**config.mk**
```make
export PLATFORM = sky130hd
export DESIGN_NAME = anagram_window_search_unit
export DESIGN_NICKNAME = d
export VERILOG_FILES = /design/src/hw/rtl/awsu_pkg.sv /design/src/hw/rtl/awsu_ram.sv /design/src/hw/rtl/awsu_front.sv /design/src/hw/rtl/awsu_opq.sv /design/src/hw/rtl/awsu_back.sv /design/src/hw/rtl/anagram_window_search_unit.sv
export VERILOG_INCLUDE_DIRS = /design/src /design/src/hw/rtl
export SDC_FILE = /design/constraint.sdc
export NUM_CORES = 2
export LEC_CHECK = 0
export BUFFER_PORTS_ARGS = -buffer_cell sky130_fd_sc_hd__buf_4
export CAP_MARGIN = 25
export CORE_MARGIN = 2
export CORE_UTILIZATION = 34
export DETAILED_ROUTE_END_ITERATION = 8
export SLEW_MARGIN = 5
export SYNTH_ARGS = -nofsm -noshare
export SYNTH_HDL_FRONTEND = slang
export SYNTH_SLANG_ARGS = --single-unit
```
**constraint.sdc**
```tcl
create_clock -name i_clk -period 19.9 [get_ports i_clk]
set_clock_uncertainty 0.2 [all_clocks]
set_input_delay 1.99 -clock i_clk [delete_from_list [all_inputs] [get_ports i_clk]]
set_output_delay 1.99 -clock i_clk [all_outputs]
set_load 0.05 [all_outputs]
```
**src/hw/rtl/anagram_window_search_unit_defines.svh**
```systemverilog
// Assertion macros shared by the anagram window search unit.
`ifndef ANAGRAM_WINDOW_SEARCH_UNIT_DEFINES_SVH
`define ANAGRAM_WINDOW_SEARCH_UNIT_DEFINES_SVH

// Same-cycle implication, sampled on the rising clock edge outside reset.
`define AWSU_ASSERT_NOW(lbl, ante, cons, msg) \
    lbl: assert property (@(posedge i_clk) disable iff (!i_rst_n) (ante) |-> (cons)) \
        else $error(msg);

// Next-cycle implication, sampled on the rising clock edge outside reset.
`define AWSU_ASSERT_NEXT(lbl, ante, cons, msg) \
    lbl: assert property (@(posedge i_clk) disable iff (!i_rst_n) (ante) |=> (cons)) \
        else $error(msg);

`endif

```
**src/hw/rtl/awsu_pkg.sv**
```systemverilog
// Package with the constants, request codes and types of the anagram window search unit.
package awsu_pkg;

    localparam int PATTERN_MAX = 16;
    localparam int PTR_W       = (PATTERN_MAX > 1) ? $clog2(PATTERN_MAX) : 1;
    localparam int LEN_W       = $clog2(PATTERN_MAX + 1);
    localparam int CNT_W       = LEN_W + 1;
    localparam int CODE_W      = 8;
    localparam int TBL_DEPTH   = 1 << CODE_W;
    localparam int NZ_W        = CODE_W + 1;
    localparam int Q_DEPTH     = 4;
    localparam int Q_AW        = $clog2(Q_DEPTH);

    localparam logic [1:0] REQ_PATTERN = 2'd0;
    localparam logic [1:0] REQ_TEXT    = 2'd1;
    localparam logic [1:0] REQ_FINISH  = 2'd2;

    typedef struct packed {
        logic              is_report;
        logic [CODE_W-1:0] code;
        logic              dec;
        logic              check;
        logic              rep_ovf;
        logic              rep_empty;
    } t_op;

    typedef struct packed {
        logic full;
        logic empty;
    } t_qstat;

endpackage

```
**src/hw/rtl/awsu_ram.sv**
```systemverilog
// Generic simple dual-port RAM with one write port and one registered read port.
module awsu_ram #(
    parameter int WIDTH = 8,
    parameter int DEPTH = 256
) (
    input  logic                     i_clk,
    input  logic                     i_we,
    input  logic [$clog2(DEPTH)-1:0] i_waddr,
    input  logic [WIDTH-1:0]         i_wdata,
    input  logic                     i_re,
    input  logic [$clog2(DEPTH)-1:0] i_raddr,
    output logic [WIDTH-1:0]         o_rdata
);

    logic [WIDTH-1:0] r_mem [DEPTH];
    logic [WIDTH-1:0] r_rdata;

    always_ff @(posedge i_clk) begin
        if (i_we) begin
            r_mem[i_waddr] <= i_wdata;
        end
        if (i_re) begin
            r_rdata <= r_mem[i_raddr];
        end
    end

    assign o_rdata = r_rdata;

endmodule

```
**src/hw/rtl/awsu_front.sv**
```systemverilog
// Front end: accepts requests, keeps the window ring and turns each request into table operations.
module awsu_front import awsu_pkg::*; (
    input  logic              i_clk,
    input  logic              i_rst_n,
    input  logic              i_push,
    output logic              o_full,
    input  logic [1:0]        i_req_type,
    input  logic [CODE_W-1:0] i_char_code,
    output logic              o_op_push,
    output t_op               o_op,
    input  t_qstat            i_qstat
);

    logic              r_pend;
    t_op               r_pend_op;
    logic [LEN_W-1:0]  r_plen;
    logic [PTR_W-1:0]  r_ptr;
    logic [LEN_W-1:0]  r_seen;
    logic              r_ovf;
    logic              r_started;
    logic [CODE_W-1:0] r_ring [PATTERN_MAX];

    logic              n_pend;
    t_op               n_pend_op;
    logic [LEN_W-1:0]  n_plen;
    logic [PTR_W-1:0]  n_ptr;
    logic [LEN_W-1:0]  n_seen;
    logic              n_ovf;
    logic              n_started;

    logic              accept;
    logic              ring_we;
    logic [PTR_W-1:0]  slot;
    logic [LEN_W-1:0]  slot_inc;
    logic [LEN_W-1:0]  seen_new;
    logic              win_full;
    t_op               enter_op;

    assign o_full = r_pend || i_qstat.full;
    assign accept = i_push && !o_full;

    always_comb begin
        slot     = (LEN_W'(r_ptr) >= r_plen) ? '0 : r_ptr;
        slot_inc = LEN_W'(slot) + LEN_W'(1);
        win_full = (r_seen >= r_plen);
        seen_new = win_full ? r_seen : r_seen + LEN_W'(1);

        enter_op           = '0;
        enter_op.code      = i_char_code;
        enter_op.dec       = 1'b1;
        enter_op.check     = (seen_new >= r_plen);

        n_pend    = r_pend;
        n_pend_op = r_pend_op;
        n_plen    = r_plen;
        n_ptr     = r_ptr;
        n_seen    = r_seen;
        n_ovf     = r_ovf;
        n_started = r_started;
        ring_we   = 1'b0;
        o_op_push = 1'b0;
        o_op      = '0;

        if (r_pend && !i_qstat.full) begin
            o_op_push = 1'b1;
            o_op      = r_pend_op;
            n_pend    = 1'b0;
        end

        if (accept) begin
            case (i_req_type)
                REQ_PATTERN: begin
                    if (!r_started) begin
                        if (r_ovf || (r_plen >= LEN_W'(PATTERN_MAX))) begin
                            n_ovf = 1'b1;
                        end else begin
                            o_op_push = 1'b1;
                            o_op.code = i_char_code;
                            n_plen    = r_plen + LEN_W'(1);
                        end
                    end
                end
                REQ_TEXT: begin
                    n_started = 1'b1;
                    if (!r_ovf && (r_plen != '0)) begin
                        o_op_push = 1'b1;
                        if (win_full) begin
                            o_op.code = r_ring[slot];
                            n_pend    = 1'b1;
                            n_pend_op = enter_op;
                        end else begin
                            o_op = enter_op;
                        end
                        ring_we = 1'b1;
                        n_ptr   = (slot_inc >= r_plen) ? '0 : PTR_W'(slot_inc);
                        n_seen  = seen_new;
                    end
                end
                REQ_FINISH: begin
                    o_op_push      = 1'b1;
                    o_op.is_report = 1'b1;
                    o_op.rep_ovf   = r_ovf;
                    o_op.rep_empty = (r_plen == '0);
                    n_plen         = '0;
                    n_ptr          = '0;
                    n_seen         = '0;
                    n_ovf          = 1'b0;
                    n_started      = 1'b0;
                end
                default: begin
                end
            endcase
        end
    end

    always_ff @(posedge i_clk) begin
        if (!i_rst_n) begin
            r_pend    <= 1'b0;
            r_plen    <= '0;
            r_ptr     <= '0;
            r_seen    <= '0;
            r_ovf     <= 1'b0;
            r_started <= 1'b0;
        end else begin
            r_pend    <= n_pend;
            r_plen    <= n_plen;
            r_ptr     <= n_ptr;
            r_seen    <= n_seen;
            r_ovf     <= n_ovf;
            r_started <= n_started;
        end
    end

    always_ff @(posedge i_clk) begin
        r_pend_op <= n_pend_op;
        if (ring_we) begin
            r_ring[slot] <= i_char_code;
        end
    end

endmodule

```
**src/hw/rtl/awsu_opq.sv**
```systemverilog
// Short operation queue between the front end and the back end.
module awsu_opq import awsu_pkg::*; (
    input  logic   i_clk,
    input  logic   i_rst_n,
    input  logic   i_push,
    input  t_op    i_op,
    input  logic   i_pop,
    output t_op    o_head,
    output t_qstat o_qstat
);

    t_op             r_mem [Q_DEPTH];
    logic [Q_AW-1:0] r_wp;
    logic [Q_AW-1:0] r_rp;
    logic [Q_AW:0]   r_cnt;

    logic            do_push;
    logic            do_pop;

    assign o_qstat.full  = (r_cnt == (Q_AW + 1)'(Q_DEPTH));
    assign o_qstat.empty = (r_cnt == '0);
    assign do_push       = i_push && !o_qstat.full;
    assign do_pop        = i_pop && !o_qstat.empty;
    assign o_head        = r_mem[r_rp];

    always_ff @(posedge i_clk) begin
        if (!i_rst_n) begin
            r_wp  <= '0;
            r_rp  <= '0;
            r_cnt <= '0;
        end else begin
            if (do_push) begin
                r_wp <= r_wp + Q_AW'(1);
            end
            if (do_pop) begin
                r_rp <= r_rp + Q_AW'(1);
            end
            case ({do_push, do_pop})
                2'b10:   r_cnt <= r_cnt + (Q_AW + 1)'(1);
                2'b01:   r_cnt <= r_cnt - (Q_AW + 1)'(1);
                default: r_cnt <= r_cnt;
            endcase
        end
    end

    always_ff @(posedge i_clk) begin
        if (do_push) begin
            r_mem[r_wp] <= i_op;
        end
    end

endmodule

```
**src/hw/rtl/awsu_back.sv**
```systemverilog
// Back end: read-modify-write of the difference table, nonzero tracking and the result register.
module awsu_back import awsu_pkg::*; (
    input  logic   i_clk,
    input  logic   i_rst_n,
    input  t_op    i_op,
    input  t_qstat i_qstat,
    output logic   o_op_pop,
    output logic   o_empty,
    input  logic   i_pop,
    output logic   o_found,
    output logic   o_pattern_overflow
);

    logic                 r_b_valid;
    t_op                  r_b_op;
    logic [TBL_DEPTH-1:0] r_valid;
    logic                 r_fwd_en;
    logic [CODE_W-1:0]    r_fwd_addr;
    logic [CNT_W-1:0]     r_fwd_data;
    logic [NZ_W-1:0]      r_nz;
    logic                 r_match;
    logic                 r_out_valid;
    logic                 r_found;
    logic                 r_ovf;

    logic [NZ_W-1:0]      n_nz;
    logic                 n_match;
    logic                 n_out_valid;

    logic                 a_go;
    logic                 b_done;
    logic                 b_adj;
    logic                 b_rep;
    logic [CNT_W-1:0]     ram_rdata;
    logic [CNT_W-1:0]     cur;
    logic [CNT_W-1:0]     upd;

    assign b_done   = r_b_valid && (!r_b_op.is_report || !r_out_valid || i_pop);
    assign a_go     = !i_qstat.empty && (!r_b_valid || b_done);
    assign o_op_pop = a_go;
    assign b_adj    = r_b_valid && !r_b_op.is_report;
    assign b_rep    = r_b_valid && r_b_op.is_report && b_done;

    awsu_ram #(
        .WIDTH(CNT_W),
        .DEPTH(TBL_DEPTH)
    ) u_table (
        .i_clk  (i_clk),
        .i_we   (b_adj),
        .i_waddr(r_b_op.code),
        .i_wdata(upd),
        .i_re   (a_go),
        .i_raddr(i_op.code),
        .o_rdata(ram_rdata)
    );

    always_comb begin
        if (!r_valid[r_b_op.code]) begin
            cur = '0;
        end else if (r_fwd_en && (r_fwd_addr == r_b_op.code)) begin
            cur = r_fwd_data;
        end else begin
            cur = ram_rdata;
        end
        upd = cur + (r_b_op.dec ? {CNT_W{1'b1}} : CNT_W'(1));

        n_nz    = r_nz;
        n_match = r_match;
        if (b_adj) begin
            if (cur == '0) begin
                n_nz = r_nz + NZ_W'(1);
            end else if (upd == '0) begin
                n_nz = r_nz - NZ_W'(1);
            end
            if (r_b_op.check && (n_nz == '0)) begin
                n_match = 1'b1;
            end
        end

        n_out_valid = r_out_valid && !i_pop;
        if (b_rep) begin
            n_out_valid = 1'b1;
            n_nz        = '0;
            n_match     = 1'b0;
        end
    end

    always_ff @(posedge i_clk) begin
        if (!i_rst_n) begin
            r_b_valid   <= 1'b0;
            r_valid     <= '0;
            r_fwd_en    <= 1'b0;
            r_nz        <= '0;
            r_match     <= 1'b0;
            r_out_valid <= 1'b0;
        end else begin
            if (a_go) begin
                r_b_valid <= 1'b1;
            end else if (b_done) begin
                r_b_valid <= 1'b0;
            end
            if (b_rep) begin
                r_valid <= '0;
            end else if (b_adj) begin
                r_valid[r_b_op.code] <= 1'b1;
            end
            r_fwd_en    <= b_adj;
            r_nz        <= n_nz;
            r_match     <= n_match;
            r_out_valid <= n_out_valid;
        end
    end

    always_ff @(posedge i_clk) begin
        if (a_go) begin
            r_b_op <= i_op;
        end
        r_fwd_addr <= r_b_op.code;
        r_fwd_data <= upd;
        if (b_rep) begin
            r_found <= !r_b_op.rep_ovf && (r_b_op.rep_empty || r_match);
            r_ovf   <= r_b_op.rep_ovf;
        end
    end

    assign o_empty            = !r_out_valid;
    assign o_found            = r_found;
    assign o_pattern_overflow = r_ovf;

endmodule

```
**src/hw/rtl/anagram_window_search_unit.sv**
```systemverilog
// Top level of the anagram window search unit: front end, operation queue and back end.
//
//   Channel   Direction  Handshake        Payload
//   request   in         i_push / o_full  i_req_type, i_char_code
//   result    out        o_empty / i_pop  o_found, o_pattern_overflow
//
// A pattern byte costs one table operation and a text byte two once the window is full,
// so the front end waits until the second is queued; at most one table update per cycle.
// The back end reads the table one cycle and writes it the next, overlapped across operations.
// A result follows its finish through the queue and back end, waiting behind earlier work.
// Reset clears all control state and the table valid bits at once; no clearing pass is needed.
// A waiting result stalls only the back end; requests keep arriving until the queue fills.
`include "anagram_window_search_unit_defines.svh"

module anagram_window_search_unit import awsu_pkg::*; (
    input  logic              i_clk,
    input  logic              i_rst_n,
    input  logic              i_push,
    output logic              o_full,
    input  logic [1:0]        i_req_type,
    input  logic [CODE_W-1:0] i_char_code,
    output logic              o_empty,
    input  logic              i_pop,
    output logic              o_found,
    output logic              o_pattern_overflow
);

    logic   q_push;
    logic   q_pop;
    t_op    q_in;
    t_op    q_head;
    t_qstat q_stat;

    awsu_front u_front (
        .i_clk      (i_clk),
        .i_rst_n    (i_rst_n),
        .i_push     (i_push),
        .o_full     (o_full),
        .i_req_type (i_req_type),
        .i_char_code(i_char_code),
        .o_op_push  (q_push),
        .o_op       (q_in),
        .i_qstat    (q_stat)
    );

    awsu_opq u_opq (
        .i_clk  (i_clk),
        .i_rst_n(i_rst_n),
        .i_push (q_push),
        .i_op   (q_in),
        .i_pop  (q_pop),
        .o_head (q_head),
        .o_qstat(q_stat)
    );

    awsu_back u_back (
        .i_clk             (i_clk),
        .i_rst_n           (i_rst_n),
        .i_op              (q_head),
        .i_qstat           (q_stat),
        .o_op_pop          (q_pop),
        .o_empty           (o_empty),
        .i_pop             (i_pop),
        .o_found           (o_found),
        .o_pattern_overflow(o_pattern_overflow)
    );

    `AWSU_ASSERT_NOW(a_queue_no_overrun, q_push, !q_stat.full, "operation pushed into a full queue")
    `AWSU_ASSERT_NOW(a_queue_no_underrun, q_pop, !q_stat.empty, "operation taken from an empty queue")
    `AWSU_ASSERT_NOW(a_overflow_not_found, !o_empty && o_pattern_overflow, !o_found, "match reported with overflow")

endmodule
```
==> flow_summary.yaml <==
drt:
  num_vias: 40910
  wire_per_inst_um: 24.67
  ant_nets: 0
  drc: 0
  vias_per_cell: 5.248
  firstDrtPassIters: 5
  first_iter_violations: 5050
  drt-total-wl_um: 192300
die:
  core_sq_um: 235200
  dieArea_sq_um: 240600
  die_x_um: 490.5
  rows: 178
  initial_utilization: 0.3421
  ios: 18
  die_y_um: 490.5
timing:
  period_minus_slack_ps: 8288
  setup_viol: 0
  rsz0062_at_grt: "false"
  setup_tns_ps: 0
  relSlewSlack: 0.2518
  fin_crit_sh: 0.4165
  finalHoldViolations: 0
  max_freq_mhz: 120.7
  slew_violations: 0
  worst_slew_pin_slew_ps: 1116
global_routing:
  antenna_found_initial: 1
  track_usage: 0.1570
  grt_pass1_vias: 40800
  grt_pass1_wl_um: 281500
  gr-total-overflow: 0
  grt_max_degree: 185
clocking:
  cts_setup_buffers: 0
  path_clk_slew_ps: 60
  cts_hold_buf: 0
  insertion_delay_ps: 840
  numCtsBuffers: 197
  clockBufferDepth: 3
  cts.sinks: 2055
  cts_tree: "done"
  cts_resized: 0
  cts_root_buf: "clkbuf_16"
  htreeDepth: 4
yosys:
  syn-num-nets: 4492
  synth_area_leaders: "edfxtp_1 (65%), mux4_2 (15%), dfxtp_1 (7.7%)"
  ys_async_sr_fraction: 0
  ys_seq_area_frac: 0.7285
  synth_top_cell_by_area: "edfxtp_1"
  synth_flop_cell: "edfxtp_1"
  synth_edf_count: 1746
  post_synth_num_cell_types: 66
  ys_ff_latch: 2055
  synth_top_area_share: 0.6516
  netlist_instances: 4434
  netlist_area_sq_um: 80460
  ys_warn_count: 0
  postSynthAreaPerCell_sq_um: 18.15
run:
  cap_violations: 0
critical_path:
  worstPathRequired_ps: 20470
  worstSetupPathType: "flop to flop"
  slowest_delay_ps: 840
  endpoint_kind: "flop"
  start_kind: "flop"
  crit_slowest_cell: "or3_4"
  crit_path_frequent_cell: "buf_4"
  cp_cell_sequence: "buf_4 -> mux4_2 -> mux2i_1 -> o22ai_1 -> or3_1 -> a2111oi_4 -> or3_4 -> inv_1 -> fa_4 -> a21o_1 -> a21oi_1 -> xnor2_2 -> buf_4 -> nor2_1 -> nand3_1 -> a21bo_2 -> a211oi_1 -> o2111ai_1 -> o211a_1 -> a2111o_1 -> o21ai_1"
  arrival_ps: 8850
  crit_fanout: 91
  reg2regPathDepth: 21
power_and_ir_drop:
  swShare: 0.3300
  pwr-share-clk: 0.253
  internal-power_mw: 9.927
  p_sw_mw: 4.891
  power_density_nw_per_um2: 163.2
  p_seq_frac: 0.439
  irDropWorstVdd_uv: 511.2
  comb_power_share: 0.308
  leakage_nw: 28.31
hold_path:
  hold_path.class: "flop to flop"
  min_path_cells: 2
finish:
  final_area_sq_um: 90780
  nets: 4528
  antennaDiodeCount: 0
  register_area_sq_um: 58620
  multi_input_area_sq_um: 20830
  nFillCells: 21320
  syn_to_final_growth_pct: 12.82
  drive_gt1_frac: 0.2133
outcome:
  outcome: "finished, final reports clean"
placement:
  dpl_cell_area_sq_um: 84140
  finalWeightedCongestion: 0.8330
  hpwl_um: 116000
  port_buffers: 17
[layout make-up]
| class | count | area share |
|---|---|---|
| timing repair buffer | 76 | 0.007705 |
| sequential | 2055 | 0.6457 |
| multi-input combinational | 2099 | 0.2294 |
| inverter | 41 | 0.001943 |
| clock buffer | 268 | 0.06038 |
| tap | 3150 | 0.04342 |
| clock inverter | 106 | 0.01144 |
[final timing paths]
check / start / to / slack [ps]
worst min-delay path: u_back.r_valid[198] / u_back.r_valid[198] / 270
worst max-delay path: u_back.r_b_op[4] / u_back.r_match / 11610
worst min register to register: u_back.r_valid[198] / u_back.r_valid[198] / 270
worst max register to register: u_back.r_b_op[4] / u_back.r_match / 11610
[sequential cells by signal (all words and copies together), names as in the netlist, 6 cells and up, named ones only]
register and flops:
u_back.u_table.r_mem 1536, u_back.r_valid 256, u_back.r_fwd_addr 8, u_back.r_fwd_data 6, u_back.r_b_op 13, u_back.u_table.o_rdata 6, u_back.r_nz 9, u_opq.r_mem 52
u_front.r_ring 128, u_front.r_pend_op 9
[cell usage in the layout, fill, tap and decap left out, types with 27 or more instances in the layout]
| cell | Yosys | routed |
|---|---|---|
| a21oi_1 | 44 | 44 |
| a221oi_1 | 32 | 32 |
| buf_4 | 7 | 68 |
| clkbuf_1 | 175 | 47 |
| clkbuf_16 | 0 | 201 |
| clkinv_1 | 0 | 31 |
| clkinv_2 | 0 | 35 |
| dfxtp_1 | 309 | 309 |
| edfxtp_1 | 1746 | 1746 |
| ha_1 | 42 | 42 |
| inv_1 | 39 | 37 |
| mux2_2 | 27 | 27 |
| mux2i_1 | 94 | 94 |
| mux4_2 | 552 | 547 |
| nand2_1 | 90 | 78 |
| nor2_1 | 863 | 861 |
| o21ai_0 | 72 | 71 |
[critical path, delay by kind of cell (launching register included)]
family	cells	cell delay, ps
XOR/XNOR	1	150
buffers and inverters	3	1290
AO/OA/AOI/OAI	10	2720
multiplexers	2	870
AND/OR/NAND/NOR	4	1600
flip-flops	1	740
adder cells (fa/ha/maj)	1	540
[metrics by stage]
| stage | cells | hold slack, ps | worst slack [ps] | power, mW | util |
|---|---|---|---|---|---|
| 2_1_floorplan | 4434 | 146.2 | 5211 | 9.757 | - |
| 3_5_place_dp | 7416 | 255.0 | 10950 | 11.16 | 0.3578 |
| 6_report | 7795 | 265.4 | 11610 | 14.82 | 0.3860 |
| 3_3_place_gp | 7414 | 244.3 | 11230 | 10.99 | 0.3576 |
| 4_1_cts | 7790 | 269.7 | 10960 | 14.88 | 0.3855 |
| 5_1_grt | 7795 | 287.7 | 11190 | 15.39 | 0.3860 |
[cell families (layout without fill, tap and decap cells)]
group / count (synthesis) / after routing / synth area share
fa+ha+maj: 44 / 44 / 0.007028
flops: 2055 / 2055 / 0.7285
simple gates: 1093 / 1093 / 0.05492
xor+xnor: 32 / 32 / 0.003483
compound gates: 257 / 257 / 0.02191
mux: 673 / 673 / 0.1700
buf+inv: 280 / 491 / 0.01421
[metal layers]
metal,global-route usage,part of all wire
met5,0,0
met4,0.03651,0.020
met3,0.02831,0.065
met2,0.2470,0.47
met1,0.2267,0.44
[synthesized netlist by cell type (6+ instances only)]
cell type	instances
xnor2_1	27
and2_1	11
a221oi_1	32
nand4_1	17
o211ai_1	8
o22ai_1	6
buf_2	11
mux2_2	27
a21o_1	9
buf_1	39
a211oi_1	16
a32oi_1	6
a22oi_1	15
clkbuf_1	175
nor2_1	863
edfxtp_1	1746
mux4_2	552
buf_6	7
a21oi_1	44
dfxtp_1	309
o21ai_0	72
nand2b_1	13
or3_1	8
nor3_1	10
inv_1	39
nand3_1	30
nand2_1	90
ha_1	42
and3_1	13
nor2b_1	21
a31oi_1	8
buf_4	7
mux2i_1	94
[power by group through the flow]
stage / Clock, mW / Combinational, mW / Sequential, mW
after floorplan: 0 / 2.79 / 6.97
after global placement: 0 / 4.38 / 6.61
after detailed placement: 0 / 4.55 / 6.61
after CTS: 3.81 / 4.56 / 6.52
after global routing: 3.98 / 4.90 / 6.52
final: 3.75 / 4.56 / 6.51
Power figures use the tool's default switching activity.
